`config.mk`:
```
export PLATFORM = sky130hd
export DESIGN_NAME = crc64_with_base62_tag_unit
export DESIGN_NICKNAME = d
export VERILOG_FILES = /design/src/rtl/crctag_pkg.sv /design/src/rtl/crctag_ctrl.sv /design/src/rtl/crctag_dp.sv /design/src/rtl/crc64_with_base62_tag_unit.sv
export SDC_FILE = /design/constraint.sdc
export NUM_CORES = 1
export LEC_CHECK = 0
export BUFFER_PORTS_ARGS = -buffer_cell sky130_fd_sc_hd__buf_2
export CAP_MARGIN = 30
export CORE_MARGIN = 2
export CORE_UTILIZATION = 60
export DETAILED_ROUTE_END_ITERATION = 6
export PLACE_DENSITY = 0.78
export RECOVER_POWER = 50
export SETUP_SLACK_MARGIN = 0.5
export SLEW_MARGIN = 25
export SYNTH_ARGS = -nofsm -noshare
export SYNTH_HDL_FRONTEND = slang
export SYNTH_SLANG_ARGS = --single-unit
export TNS_END_PERCENT = 10
```
`constraint.sdc`:
```
create_clock -name clk -period 15.8 [get_ports clk]
set_clock_uncertainty 0.15 [all_clocks]
set_input_delay 0 -clock clk [delete_from_list [all_inputs] [get_ports clk]]
set_output_delay 0 -clock clk [all_outputs]
set_load 0.02 [all_outputs]
```
`src/rtl/crctag_pkg.sv`:
```
`default_nettype none
// ----------------------------------------------------------------------------
// crctag_pkg
// Shared constants, types and functions of the CRC-64 / base-62 tag unit.
// ----------------------------------------------------------------------------
package crctag_pkg;

  localparam int unsigned CRC_W      = 64;
  localparam int unsigned BYTE_W     = 8;
  localparam int unsigned DIG_W      = 6;
  localparam int unsigned CHAR_W     = 7;
  localparam int unsigned TAG_LENGTH = 11;
  localparam int unsigned IDX_W      = 4;
  localparam int unsigned STEP_W     = 3;
  localparam int unsigned RADIX      = 62;
  // floor(x / 62) estimate for x < 62 * 256: (x * 1057) >> 16, low by at most one
  localparam int unsigned RECIP      = 1057;
  localparam int unsigned RECIP_W    = 11;
  localparam int unsigned RECIP_SH   = 16;
  localparam int unsigned DIVX_W     = DIG_W + BYTE_W;
  localparam int unsigned PROD_W     = DIVX_W + RECIP_W;

  localparam logic [CRC_W-1:0]  CRC_POLY = 64'hFEDC_BA98_7654_3210;
  localparam logic [CRC_W-1:0]  CRC_ONES = '1;
  localparam logic [IDX_W-1:0]  IDX_LAST = IDX_W'(TAG_LENGTH - 1);
  localparam logic [STEP_W-1:0] STEP_LAST = STEP_W'(CRC_W / BYTE_W - 1);

  typedef struct packed {
    logic             crc_upd;
    logic             msg_end;
    logic             div_step;
    logic             dig_wr;
    logic [IDX_W-1:0] idx;
    logic             out_load;
    logic             out_last;
  } cmd_t;

  typedef struct packed {
    logic out_free;
  } sts_t;

  function automatic logic [CRC_W-1:0] crc_table_entry(input logic [BYTE_W-1:0] idx);
    logic [CRC_W-1:0] v;
    v = {{(CRC_W-BYTE_W){1'b0}}, idx};
    for (int k = 0; k < BYTE_W; k++) begin
      if (v[0]) begin
        v = (v >> 1) ^ CRC_POLY;
      end else begin
        v = v >> 1;
      end
    end
    return v;
  endfunction

  function automatic logic [CHAR_W-1:0] digit_char(input logic [DIG_W-1:0] d);
    logic [CHAR_W-1:0] c;
    if (d < DIG_W'(10)) begin
      c = CHAR_W'(8'd48 + {2'b00, d});
    end else if (d < DIG_W'(36)) begin
      c = CHAR_W'(8'd87 + {2'b00, d});
    end else begin
      c = CHAR_W'(8'd29 + {2'b00, d});
    end
    return c;
  endfunction

endpackage
`default_nettype wire

```
`src/rtl/crctag_ctrl.sv`:
```
`default_nettype none
// ----------------------------------------------------------------------------
// crctag_ctrl
// Sequencer: byte intake, eight steps per tag digit, then the tag burst.
// ----------------------------------------------------------------------------
module crctag_ctrl (
  input  wire                   clk,
  input  wire                   rst_n,
  input  wire                   in_tvalid,
  input  wire                   in_last,
  output logic                  in_tready,
  input  crctag_pkg::sts_t      sts,
  output crctag_pkg::cmd_t      cmd
);

  typedef enum logic [2:0] {
    ST_IDLE = 3'b001,
    ST_DIV  = 3'b010,
    ST_EMIT = 3'b100
  } state_t;

  state_t                          state_r, state_nxt;
  logic [crctag_pkg::IDX_W-1:0]    idx_r, idx_nxt;
  logic [crctag_pkg::STEP_W-1:0]   step_r, step_nxt;

  always_comb begin
    state_nxt = state_r;
    idx_nxt   = idx_r;
    step_nxt  = step_r;
    in_tready = 1'b0;
    cmd       = '0;
    cmd.idx   = idx_r;
    unique case (state_r)
      ST_IDLE: begin
        in_tready = 1'b1;
        if (in_tvalid) begin
          cmd.crc_upd = 1'b1;
          if (in_last) begin
            cmd.msg_end = 1'b1;
            state_nxt   = ST_DIV;
            step_nxt    = '0;
            idx_nxt     = crctag_pkg::IDX_LAST;
          end
        end
      end
      ST_DIV: begin
        cmd.div_step = 1'b1;
        step_nxt     = step_r + 1'b1;
        if (step_r == crctag_pkg::STEP_LAST) begin
          cmd.dig_wr = 1'b1;
          if (idx_r == '0) begin
            state_nxt = ST_EMIT;
          end else begin
            idx_nxt = idx_r - 1'b1;
          end
        end
      end
      ST_EMIT: begin
        if (sts.out_free) begin
          cmd.out_load = 1'b1;
          cmd.out_last = (idx_r == crctag_pkg::IDX_LAST);
          if (idx_r == crctag_pkg::IDX_LAST) begin
            state_nxt = ST_IDLE;
          end else begin
            idx_nxt = idx_r + 1'b1;
          end
        end
      end
      default: begin
        state_nxt = ST_IDLE;
      end
    endcase
  end

  always_ff @(posedge clk) begin
    if (!rst_n) begin
      state_r <= ST_IDLE;
      idx_r   <= '0;
      step_r  <= '0;
    end else begin
      state_r <= state_nxt;
      idx_r   <= idx_nxt;
      step_r  <= step_nxt;
    end
  end

endmodule
`default_nettype wire

```
`src/rtl/crctag_dp.sv`:
```
`default_nettype none
// ----------------------------------------------------------------------------
// crctag_dp
// CRC register, byte-wide divide-by-62 unit, digit store and output register.
// ----------------------------------------------------------------------------
module crctag_dp (
  input  wire                                  clk,
  input  wire                                  rst_n,
  input  wire  [crctag_pkg::BYTE_W-1:0]        data_byte,
  input  wire                                  first_byte,
  input  crctag_pkg::cmd_t                     cmd,
  output crctag_pkg::sts_t                     sts,
  output logic                                 out_valid,
  input  wire                                  out_ready,
  output logic [crctag_pkg::CRC_W-1:0]         crc_value,
  output logic [crctag_pkg::CHAR_W-1:0]        tag_char,
  output logic                                 tag_end
);

  logic [crctag_pkg::CRC_W-1:0]   crc_r, crc_nxt, crc_base;
  logic [crctag_pkg::CRC_W-1:0]   crc_hold_r;
  logic [crctag_pkg::CRC_W-1:0]   work_r;
  logic [crctag_pkg::DIG_W-1:0]   rem_r;
  logic [crctag_pkg::DIG_W-1:0]   dig_r [crctag_pkg::TAG_LENGTH];
  logic                           out_valid_r;
  logic [crctag_pkg::CRC_W-1:0]   out_crc_r;
  logic [crctag_pkg::CHAR_W-1:0]  out_char_r;
  logic                           out_last_r;

  logic [crctag_pkg::DIVX_W-1:0]  div_x;
  logic [crctag_pkg::PROD_W-1:0]  div_prod;
  logic [crctag_pkg::BYTE_W-1:0]  q_est, q_fix;
  logic [crctag_pkg::DIVX_W-1:0]  q_times;
  logic [crctag_pkg::DIVX_W-1:0]  r_est;
  logic [crctag_pkg::DIG_W-1:0]   r_fix;

  // CRC byte update
  always_comb begin
    crc_base = first_byte ? crctag_pkg::CRC_ONES : crc_r;
    crc_nxt  = (crc_base >> 8)
             ^ crctag_pkg::crc_table_entry(crc_base[7:0] ^ data_byte)
             ^ crctag_pkg::CRC_ONES;
  end

  // one quotient byte per step
  always_comb begin
    div_x    = {rem_r, work_r[crctag_pkg::CRC_W-1 -: crctag_pkg::BYTE_W]};
    div_prod = crctag_pkg::PROD_W'(div_x) * crctag_pkg::PROD_W'(crctag_pkg::RECIP);
    q_est    = div_prod[crctag_pkg::RECIP_SH +: crctag_pkg::BYTE_W];
    q_times  = {q_est, 6'b000000} - crctag_pkg::DIVX_W'({q_est, 1'b0});
    r_est    = div_x - q_times;
    if (r_est >= crctag_pkg::DIVX_W'(crctag_pkg::RADIX)) begin
      q_fix = q_est + 1'b1;
      r_fix = crctag_pkg::DIG_W'(r_est - crctag_pkg::DIVX_W'(crctag_pkg::RADIX));
    end else begin
      q_fix = q_est;
      r_fix = r_est[crctag_pkg::DIG_W-1:0];
    end
  end

  always_ff @(posedge clk) begin
    if (!rst_n) begin
      crc_r <= crctag_pkg::CRC_ONES;
    end else if (cmd.crc_upd) begin
      crc_r <= cmd.msg_end ? crctag_pkg::CRC_ONES : crc_nxt;
    end
  end

  always_ff @(posedge clk) begin
    if (cmd.msg_end) begin
      crc_hold_r <= crc_nxt;
      work_r     <= crc_nxt;
      rem_r      <= '0;
    end else if (cmd.div_step) begin
      work_r <= {work_r[crctag_pkg::CRC_W-crctag_pkg::BYTE_W-1:0], q_fix};
      rem_r  <= cmd.dig_wr ? '0 : r_fix;
    end
  end

  always_ff @(posedge clk) begin
    if (cmd.dig_wr) begin
      dig_r[cmd.idx] <= r_fix;
    end
  end

  always_ff @(posedge clk) begin
    if (!rst_n) begin
      out_valid_r <= 1'b0;
    end else if (cmd.out_load) begin
      out_valid_r <= 1'b1;
    end else if (out_ready) begin
      out_valid_r <= 1'b0;
    end
  end

  always_ff @(posedge clk) begin
    if (cmd.out_load) begin
      out_crc_r  <= crc_hold_r;
      out_char_r <= crctag_pkg::digit_char(dig_r[cmd.idx]);
      out_last_r <= cmd.out_last;
    end
  end

  assign sts.out_free = !out_valid_r || out_ready;
  assign out_valid    = out_valid_r;
  assign crc_value    = out_crc_r;
  assign tag_char     = out_char_r;
  assign tag_end      = out_last_r;

endmodule
`default_nettype wire

```
`src/rtl/crc64_with_base62_tag_unit.sv`:
```
`default_nettype none
// ----------------------------------------------------------------------------
// crc64_with_base62_tag_unit
// Reflected table CRC-64 over a byte stream with an 11-character base-62 tag.
// ----------------------------------------------------------------------------
// Bytes that do not end a message: one per cycle, no result.
// Final byte: eleven tag digits at eight divide steps each; the first result
// is valid after the last step, then one result per cycle while out_tready is high.
// No new byte is taken until all eleven results are loaded.
// Reset (rst_n low, synchronous) sets the CRC to all ones and clears control.
module crc64_with_base62_tag_unit (
  input  wire         clk,
  input  wire         rst_n,
  input  wire         in_tvalid,
  output logic        in_tready,
  input  wire  [7:0]  in_tdata,   // [7:0] data_byte
  input  wire         in_tuser,   // [0] first_byte
  input  wire         in_tlast,   // last_byte
  output logic        out_tvalid,
  input  wire         out_tready,
  output logic [71:0] out_tdata,  // [63:0] crc_value, [70:64] tag_char, [71] zero
  output logic        out_tlast   // tag_end
);

  crctag_pkg::cmd_t                     cmd;
  crctag_pkg::sts_t                     sts;
  logic [crctag_pkg::CRC_W-1:0]         crc_value;
  logic [crctag_pkg::CHAR_W-1:0]        tag_char;

  crctag_ctrl u_ctrl (
    .clk       (clk),
    .rst_n     (rst_n),
    .in_tvalid (in_tvalid),
    .in_last   (in_tlast),
    .in_tready (in_tready),
    .sts       (sts),
    .cmd       (cmd)
  );

  crctag_dp u_dp (
    .clk        (clk),
    .rst_n      (rst_n),
    .data_byte  (in_tdata),
    .first_byte (in_tuser),
    .cmd        (cmd),
    .sts        (sts),
    .out_valid  (out_tvalid),
    .out_ready  (out_tready),
    .crc_value  (crc_value),
    .tag_char   (tag_char),
    .tag_end    (out_tlast)
  );

  assign out_tdata = {1'b0, tag_char, crc_value};

  a_end_blocks_input: assert property (@(posedge clk) disable iff (!rst_n)
    (in_tvalid && in_tready && in_tlast) |=> !in_tready)
    else $error("input still ready after final byte");

  a_last_drains: assert property (@(posedge clk) disable iff (!rst_n)
    (out_tvalid && out_tready && out_tlast) |=> !out_tvalid)
    else $error("result after final tag character");

  a_no_load_while_busy: assert property (@(posedge clk) disable iff (!rst_n)
    (cmd.out_load) |-> (!out_tvalid || out_tready))
    else $error("output overwritten before taken");

endmodule
`default_nettype wire
```
==> results of run 1 <==
==> path summary, 6_finish.rpt <==
path,to,slack [ns],depth (start not counted)
hold / removal,u_ctrl.idx_r[1]$_SDFFE_PN0P_,0.11,6
hold reg to reg,u_dp.crc_value[28]$_DFFE_PP_,0.26,0
setup / recovery,u_dp.dig_r[9][2]$_DFFE_PP_,8.28,25
setup reg to reg,u_dp.dig_r[9][2]$_DFFE_PP_,8.28,25
==> metal layers <==
layer | up-vias | track usage | routed length, um
li1 | 5020 | - | -
met1 | 5183 | 0.378 | 16100
met2 | 421 | 0.399 | 16800
met3 | 73 | 0.0360 | 2810
met4 | 0 | 0.0799 | 924
met5 | - | 0 | 0
==> placed cells by master, fill, tap and decap left out, drive strengths merged, types with 5 or more instances in the layout <==
cell,Yosys,layout
edfxtp,266,266
nand2,240,240
xnor2,138,138
clkbuf,46,128
nor2,106,106
dfxtp,85,85
ha,83,83
inv,60,63
o22ai,52,52
xor2,45,45
o21ai,31,31
a21oi,29,29
buf,13,23
nand3,18,18
mux4,18,18
o211ai,15,15
nor2b,12,12
nor3,12,12
mux2,8,8
or2,8,8
fa,8,8
dlygate4sd3,0,8
and2,8,8
clkinv,1,8
a21o,7,7
mux2i,7,7
nand2b,6,6
a22o,5,5
bufinv,0,5
==> state kept, by name, indices dropped and copies added, names as in the netlist, named ones only <==
register         cells
u_ctrl.idx_r         4
u_ctrl.state_r       3
u_ctrl.step_r        3
u_dp.crc_hold_r     64
u_dp.crc_r          64
u_dp.crc_value      64
u_dp.dig_r          66
u_dp.out_valid       1
u_dp.rem_r           6
u_dp.tag_char        7
u_dp.tag_end         1
u_dp.work_r         64
==> synth_stat cells (all sizes together) (2+ instances only) <==
cell type	n	area, sq um
o21a	3	22.5
or2	8	50.1
nand4	4	25.0
or4	2	15.0
a21boi	4	30.0
o211ai	15	118
and2	8	50.1
mux2i	7	70.1
a22oi	2	15.0
nand3b	3	22.5
inv	60	225
nand2b	6	37.5
a21o	7	52.6
o2111ai	4	35.0
mux4	18	405
nand2	240	901
edfxtp	266	7990
clkbuf	46	173
nor3b	2	15.0
buf	13	67.6
xnor2	138	1330
a31o	3	26.3
mux2	8	90.1
xor2	45	428
a211oi	3	22.5
a21oi	29	145
dfxtp	85	1700
ha	83	1040
nand3	18	90.1
nor3	12	60.1
nor2	106	408
fa	8	160
or3b	2	17.5
nor2b	12	75.1
o21ai	31	155
o22ai	52	325
a22o	5	43.8
o31ai	2	15.0
==> stage by stage <==
| stage | util | hold WS [ns] | worst slack [ns] | area [sq um] |
|---|---|---|---|---|
| 2_1_floorplan | - | 0.0821 | 9.19 | 16600 |
| 3_3_place_gp | 0.641 | 0.251 | 8.61 | 17400 |
| 3_5_place_dp | 0.643 | 0.255 | 8.44 | 17400 |
| 4_1_cts | 0.690 | 0.0950 | 8.40 | 18700 |
| 5_1_grt | 0.684 | 0.165 | 7.74 | 18500 |
| 6_report | 0.684 | 0.115 | 8.28 | 18500 |
==> what timing repair did <==
item | in CTS | in global routing
setup buffers | 0 | 0
hold endpoints to repair | 58 | 0
hold buffers | 8 | 0
setup endpoints to repair | 0 | 0
==> area by class of cell <==
type,instances,share of cell area
Timing Repair Buffer,111,0.0300
Clock buffer,48,0.0526
Tap cell,372,0.0251
Multi-Input combinational cell,909,0.345
Inverter,61,0.0125
Sequential cell,351,0.523
Clock inverter,16,0.0123
==> logic make-up after synthesis <==
family          Yosys count
fa+ha+maj                91
other cells               1
flops                   351
compound gates          172
xor+xnor                184
simple gates            428
buf+inv                 120
mux                      33
==> worst register-to-register path: stages (launching register included) <==
cell	delay (ns)
edfxtp_1	0.42
ha_1	0.31
ha_1	0.30
inv_1	0.06
fa_1	0.51
inv_1	0.05
ha_1	0.28
ha_1	0.34
nand4_1	0.09
and3_1	0.21
a211o_1	0.31
a21o_1	0.22
nand2_1	0.08
xor2_1	0.19
inv_1	0.15
fa_1	0.51
inv_1	0.04
ha_1	0.35
or2_2	0.33
a21oi_1	0.15
a21oi_1	0.09
a311o_1	0.34
a21oi_1	0.17
xnor3_1	0.36
nor2_2	0.39
mux2i_1	0.80
==> report_power, final <==
group / switching (uW) / internal, uW
Sequential: 40.4 / 1240
Clock: 342 / 519
Combinational: 764 / 446
Total: 1150 / 2200
==> results.json, run 1 <==
{
  "area_growth_pct": 11.5,
  "synth-seq-cells": 351,
  "leakage_uw": 0.00700,
  "regArea_sq_um": 9690,
  "wire_per_inst_um": 19.6,
  "avgSynthCellArea_sq_um": 12.0,
  "grt_max_degree": 80,
  "power_density_nw_per_um2": 181,
  "hp-start": "in_tlast",
  "io_buffer_count": 87,
  "grt_pass1_wl_um": 56900,
  "rsz0062_at_grt": "false",
  "clock-sinks": 351,
  "drive_gt1_frac": 0.0909,
  "cp_num_buf_inv": 4,
  "cp_slowest_cell": "mux2i_1",
  "synth-simple-area-share": 0.108,
  "ant_nets": 0,
  "start_kind": "flop",
  "ys_types": 68,
  "via_per_inst": 5.73,
  "core-area_sq_um": 27100,
  "synth_edf_count": 266,
  "wirelength_um": 36600,
  "peakVddDrop_mv": 0.144,
  "fin_nets": 1575,
  "diodes": 0,
  "ys_warn_count": 0,
  "grt_use_total": 0.257,
  "hold_viol_final": 0,
  "clk_pin_slew_ns": 0.06,
  "timing.final.crit_share": 0.476,
  "final_max_slew_viol_count": 84,
  "multi_input_area_sq_um": 6390,
  "worstPathRequired_ns": 15.84,
  "syn_area_sq_um": 16600,
  "cts_buffer_depth": 3,
  "startpoint": "u_dp.work_r[59]$_DFFE_PP_",
  "end_kind": "flop",
  "grt_pass1_vias": 10240,
  "gp_congestion": 0.893,
  "start_util": 0.613,
  "critPathMostFrequentCell": "ha_1",
  "root_buffer": "clkbuf_16",
  "yosys-mux-area-fraction": 0.0340,
  "dp.cells": 1793,
  "synth_ff_type": "edfxtp_1",
  "boundaryPins": 89,
  "critPathTopFamily": "adder cells",
  "hp-class": "in2reg",
  "numCtsBuffers": 36,
  "cpPeakStageDelay_ns": 0.80,
  "drc": 1,
  "maxSlewHeadroom": -1.56,
  "die_area_sq_um": 29100,
  "drt_iter0_drc": 1145,
  "fin_total_pwr_uw": 3350,
  "synth_nets": 1485,
  "ctsResizeCount": 0,
  "r2r_start": "u_dp.work_r[59]$_DFFE_PP_",
  "maxCapViolCount": 2,
  "overflow": 0,
  "firstDrtPassIters": 7,
  "synth_compound_gate_area_share": 0.0672,
  "critPathMaxFanout": 12,
  "setup_viol": 0,
  "synth-adder-area-share": 0.0721,
  "die_w_um": 170,
  "finalSetupTns_ns": 0,
  "htree_levels": 2,
  "die_y_um": 170,
  "fmax_mhz": 133,
  "clock_latency_ns": 0.52,
  "num_vias": 10697,
  "ys_seq_area_frac": 0.583,
  "antenna_found_initial": 0,
  "critPathKind": "reg2reg",
  "ys_async_sr_fraction": 0,
  "period_needed_ns": 7.52,
  "violations": "DRC, capacitance limit, slew limit",
  "netlist_instances": 1380,
  "status": "finished, violations left",
  "fillers": 1942,
  "synth_top_family_by_area": "simple AND/OR/NAND/NOR gates",
  "fin_cells": 1868,
  "cts_tree": "built",
  "rows": 60,
  "arrival_ns": 7.56,
  "synthXorXnorAreaFrac": 0.107,
  "tightest_slew_ns": 3.84,
  "dp_hpwl_um": 24600
}
Power figures use the tool's default switching activity.
==> inputs of run 2 (changes only) <==
==> constraint.sdc (replaced) <==
create_clock -name clk -period 7.2 [get_ports clk]
set_clock_uncertainty 0.15 [all_clocks]
set_input_delay 0 -clock clk [delete_from_list [all_inputs] [get_ports clk]]
set_output_delay 0 -clock clk [all_outputs]
set_load 0.02 [all_outputs]
==> run 2 against run 1 <==
Net effect: the run ends with capacitance limit, slew limit left; first-iteration DRC count shrank 21%; clock-buffer cell count shrank 2; final cell count rose by 1.9%; wire length is 5.9% higher; clock power increased by 110%; largest cell class unchanged; via count grew 2.9%; core utilization grew 2.4 points; combinational power rose to 3.0 times the previous value; maximum frequency is 14% higher; largest power group is now combinational logic; sequential share of layout area shrank 1.8 points; global-route usage is 1.1 points higher; die area stayed put.
==> results.json, run 2 (synthesis gave the netlist of run 1 again) <==
{
  "status": "finished, violations left",
  "violations": "capacitance limit, slew limit",
  "gp_congestion": 0.904,
  "clkPwrFrac": 0.221,
  "fin_total_pwr_uw": 8260,
  "hp-class": "in2reg",
  "p_sw_frac": 0.353,
  "hold_ws_ns": 0.0725,
  "maxSlewHeadroom": -1.71,
  "cpPeakStageDelay_ns": 0.53,
  "finalSetupTns_ns": 0,
  "tightest_slew_ns": 4.06,
  "cp_num_buf_inv": 6,
  "fin_ws_ns": 0.595,
  "power_density_nw_per_um2": 430,
  "cp-endpoint": "u_dp.rem_r[5]$_SDFFE_PP0P_",
  "antenna_found_initial": 0,
  "cp_slowest_cell": "fa_1",
  "p_switching_uw": 2920,
  "final_cell_mix": "edfxtp_1, nand2_1, xnor2_1, nor2_1, clkbuf_1",
  "cts_tree": "built",
  "final_common_cell": "edfxtp_1",
  "die_area_sq_um": 29100,
  "setup_viol": 0,
  "start_util": 0.613,
  "arrival_ns": 6.86,
  "critPathKind": "reg2reg",
  "drive_gt1_frac": 0.138,
  "hold_viol_final": 0,
  "ant_nets": 0,
  "r2r_slack_ns": 0.59,
  "reg2reg_to": "u_dp.rem_r[5]$_SDFFE_PP0P_",
  "numCtsBuffers": 35,
  "fin_util": 0.708,
  "grt_pass1_vias": 10579,
  "diodes": 0,
  "r2r_start": "u_dp.work_r[59]$_DFFE_PP_",
  "fillers": 1807,
  "fmax_mhz": 151,
  "worstPathRequired_ns": 7.45,
  "boundaryPins": 89,
  "min_path_cells": 5,
  "critPathMaxFanout": 7,
  "rows": 60,
  "via_per_inst": 5.78,
  "grt_pass1_wl_um": 58800,
  "wire_per_inst_um": 20.4,
  "firstDrtPassIters": 5,
  "final_max_slew_viol_count": 171,
  "root_buffer": "clkbuf_16",
  "grt_use_total": 0.268,
  "rsz0062_at_grt": "false",
  "grt_max_degree": 73,
  "fin_nets": 1612,
  "core-area_sq_um": 27100,
  "leakage_uw": 0.00722,
  "area_growth_pct": 15.5,
  "die_y_um": 170,
  "die_w_um": 170,
  "cts_buffer_depth": 3,
  "num_vias": 11011,
  "clk_pin_slew_ns": 0.07,
  "maxCapViolCount": 4,
  "start_kind": "flop",
  "drt_iter0_drc": 905,
  "largest_reg_flops": 66,
  "startpoint": "u_dp.work_r[59]$_DFFE_PP_",
  "clock_latency_ns": 0.52,
  "critPathMostFrequentCell": "ha_4",
  "combPwrFrac": 0.441,
  "htree_levels": 2,
  "worst-path-stages": 28,
  "overflow": 0,
  "critPathTopFamily": "adder cells",
  "place_ws_ns": 0.0624,
  "period_needed_ns": 6.61,
  "p_seq_frac": 0.338,
  "dp_hpwl_um": 25200,
  "p_int_uw": 5340,
  "clock-sinks": 351,
  "regMostFlops": "u_dp.dig_r",
  "end_kind": "flop",
  "drc": 0,
  "peakVddDrop_mv": 0.400,
  "wirelength_um": 38800,
  "timing.final.crit_share": 0.917,
  "io_buffer_count": 87,
  "reg2regPathDepth": 28
}
## run 2: changes by cell type in the layout (fill, tap and decap cells not counted), sizes merged
cell / change
clkbuf: +2
dlygate4sd3: +1
bufinv: -1
buf: +32
xnor2: +1
clkinv: +1
## run 2: worst min path at each step
| stage | startpoint | to | slack, ns |
|---|---|---|---|
| 2_1_floorplan | in_tvalid | u_ctrl.state_r[0]$_SDFFE_PN1P_ | 0.08 |
| 4_1_cts | in_tlast | u_dp.crc_r[11]$_SDFFE_PN1P_ | 0.03 |
| 3_5_place_dp | u_dp.crc_hold_r[14]$_DFFE_PP_ | u_dp.crc_value[14]$_DFFE_PP_ | 0.25 |
| 5_1_grt | in_tlast | u_ctrl.step_r[2]$_SDFFE_PN0P_ | 0.13 |
| 6_report | in_tlast | u_ctrl.step_r[1]$_SDFFE_PN0P_ | 0.07 |
| 3_3_place_gp | u_dp.crc_hold_r[47]$_DFFE_PP_ | u_dp.crc_value[47]$_DFFE_PP_ | 0.25 |
## run 2: power groups by stage
stage,Sequential (uW),Clock [uW],Combinational [uW]
floorplan,2810,0,1890
global placement,2840,0,2540
detailed placement,2840,0,2610
CTS,2790,1840,3290
global route,2810,1920,3940
finish,2800,1830,3640
## run 2: final cells by class
cell class              instances  area (sq um)  area share
well taps                     372           465      0.0242
flip-flops and latches        351          9690       0.505
repair buffers                148           846      0.0441
clock buffers                  46           948      0.0494
inverters                      61           231      0.0121
clock inverters                16           194      0.0101
multi-input cells             910          6820       0.355
## run 2: stage by stage
step,cell area (sq um),instances
final,19200,1904
after global routing,19200,1904
after CTS,19200,1899
after detailed placement,17600,1812
after global placement,17500,1808
after floorplan,16600,1380
## run 2: worst min-delay path, cell delays in order
cell and delay, ns:
buf_2 0.16, nand2_2 0.06, buf_4 0.26, nand3_1 0.13
a21boi_0 0.07
## run 2: repair_timing
item | 4_1_cts | 5_1_grt
gates resized for setup | 37 | 31
setup endpoints to repair | 68 | 68
pin swaps | 12 | 18
hold buffers | 9 | 0
hold endpoints to repair | 59 | 0
gates cloned | 1 | 0
setup buffers | 15 | 4
## run 2: per-layer routing
metal / share of wire / global-route usage / up-vias
li1: - / - / 5101
met4: 0.030 / 0.0866 / 0
met3: 0.084 / 0.0612 / 85
met1: 0.42 / 0.377 / 5351
met2: 0.46 / 0.416 / 474
met5: 0 / 0 / -
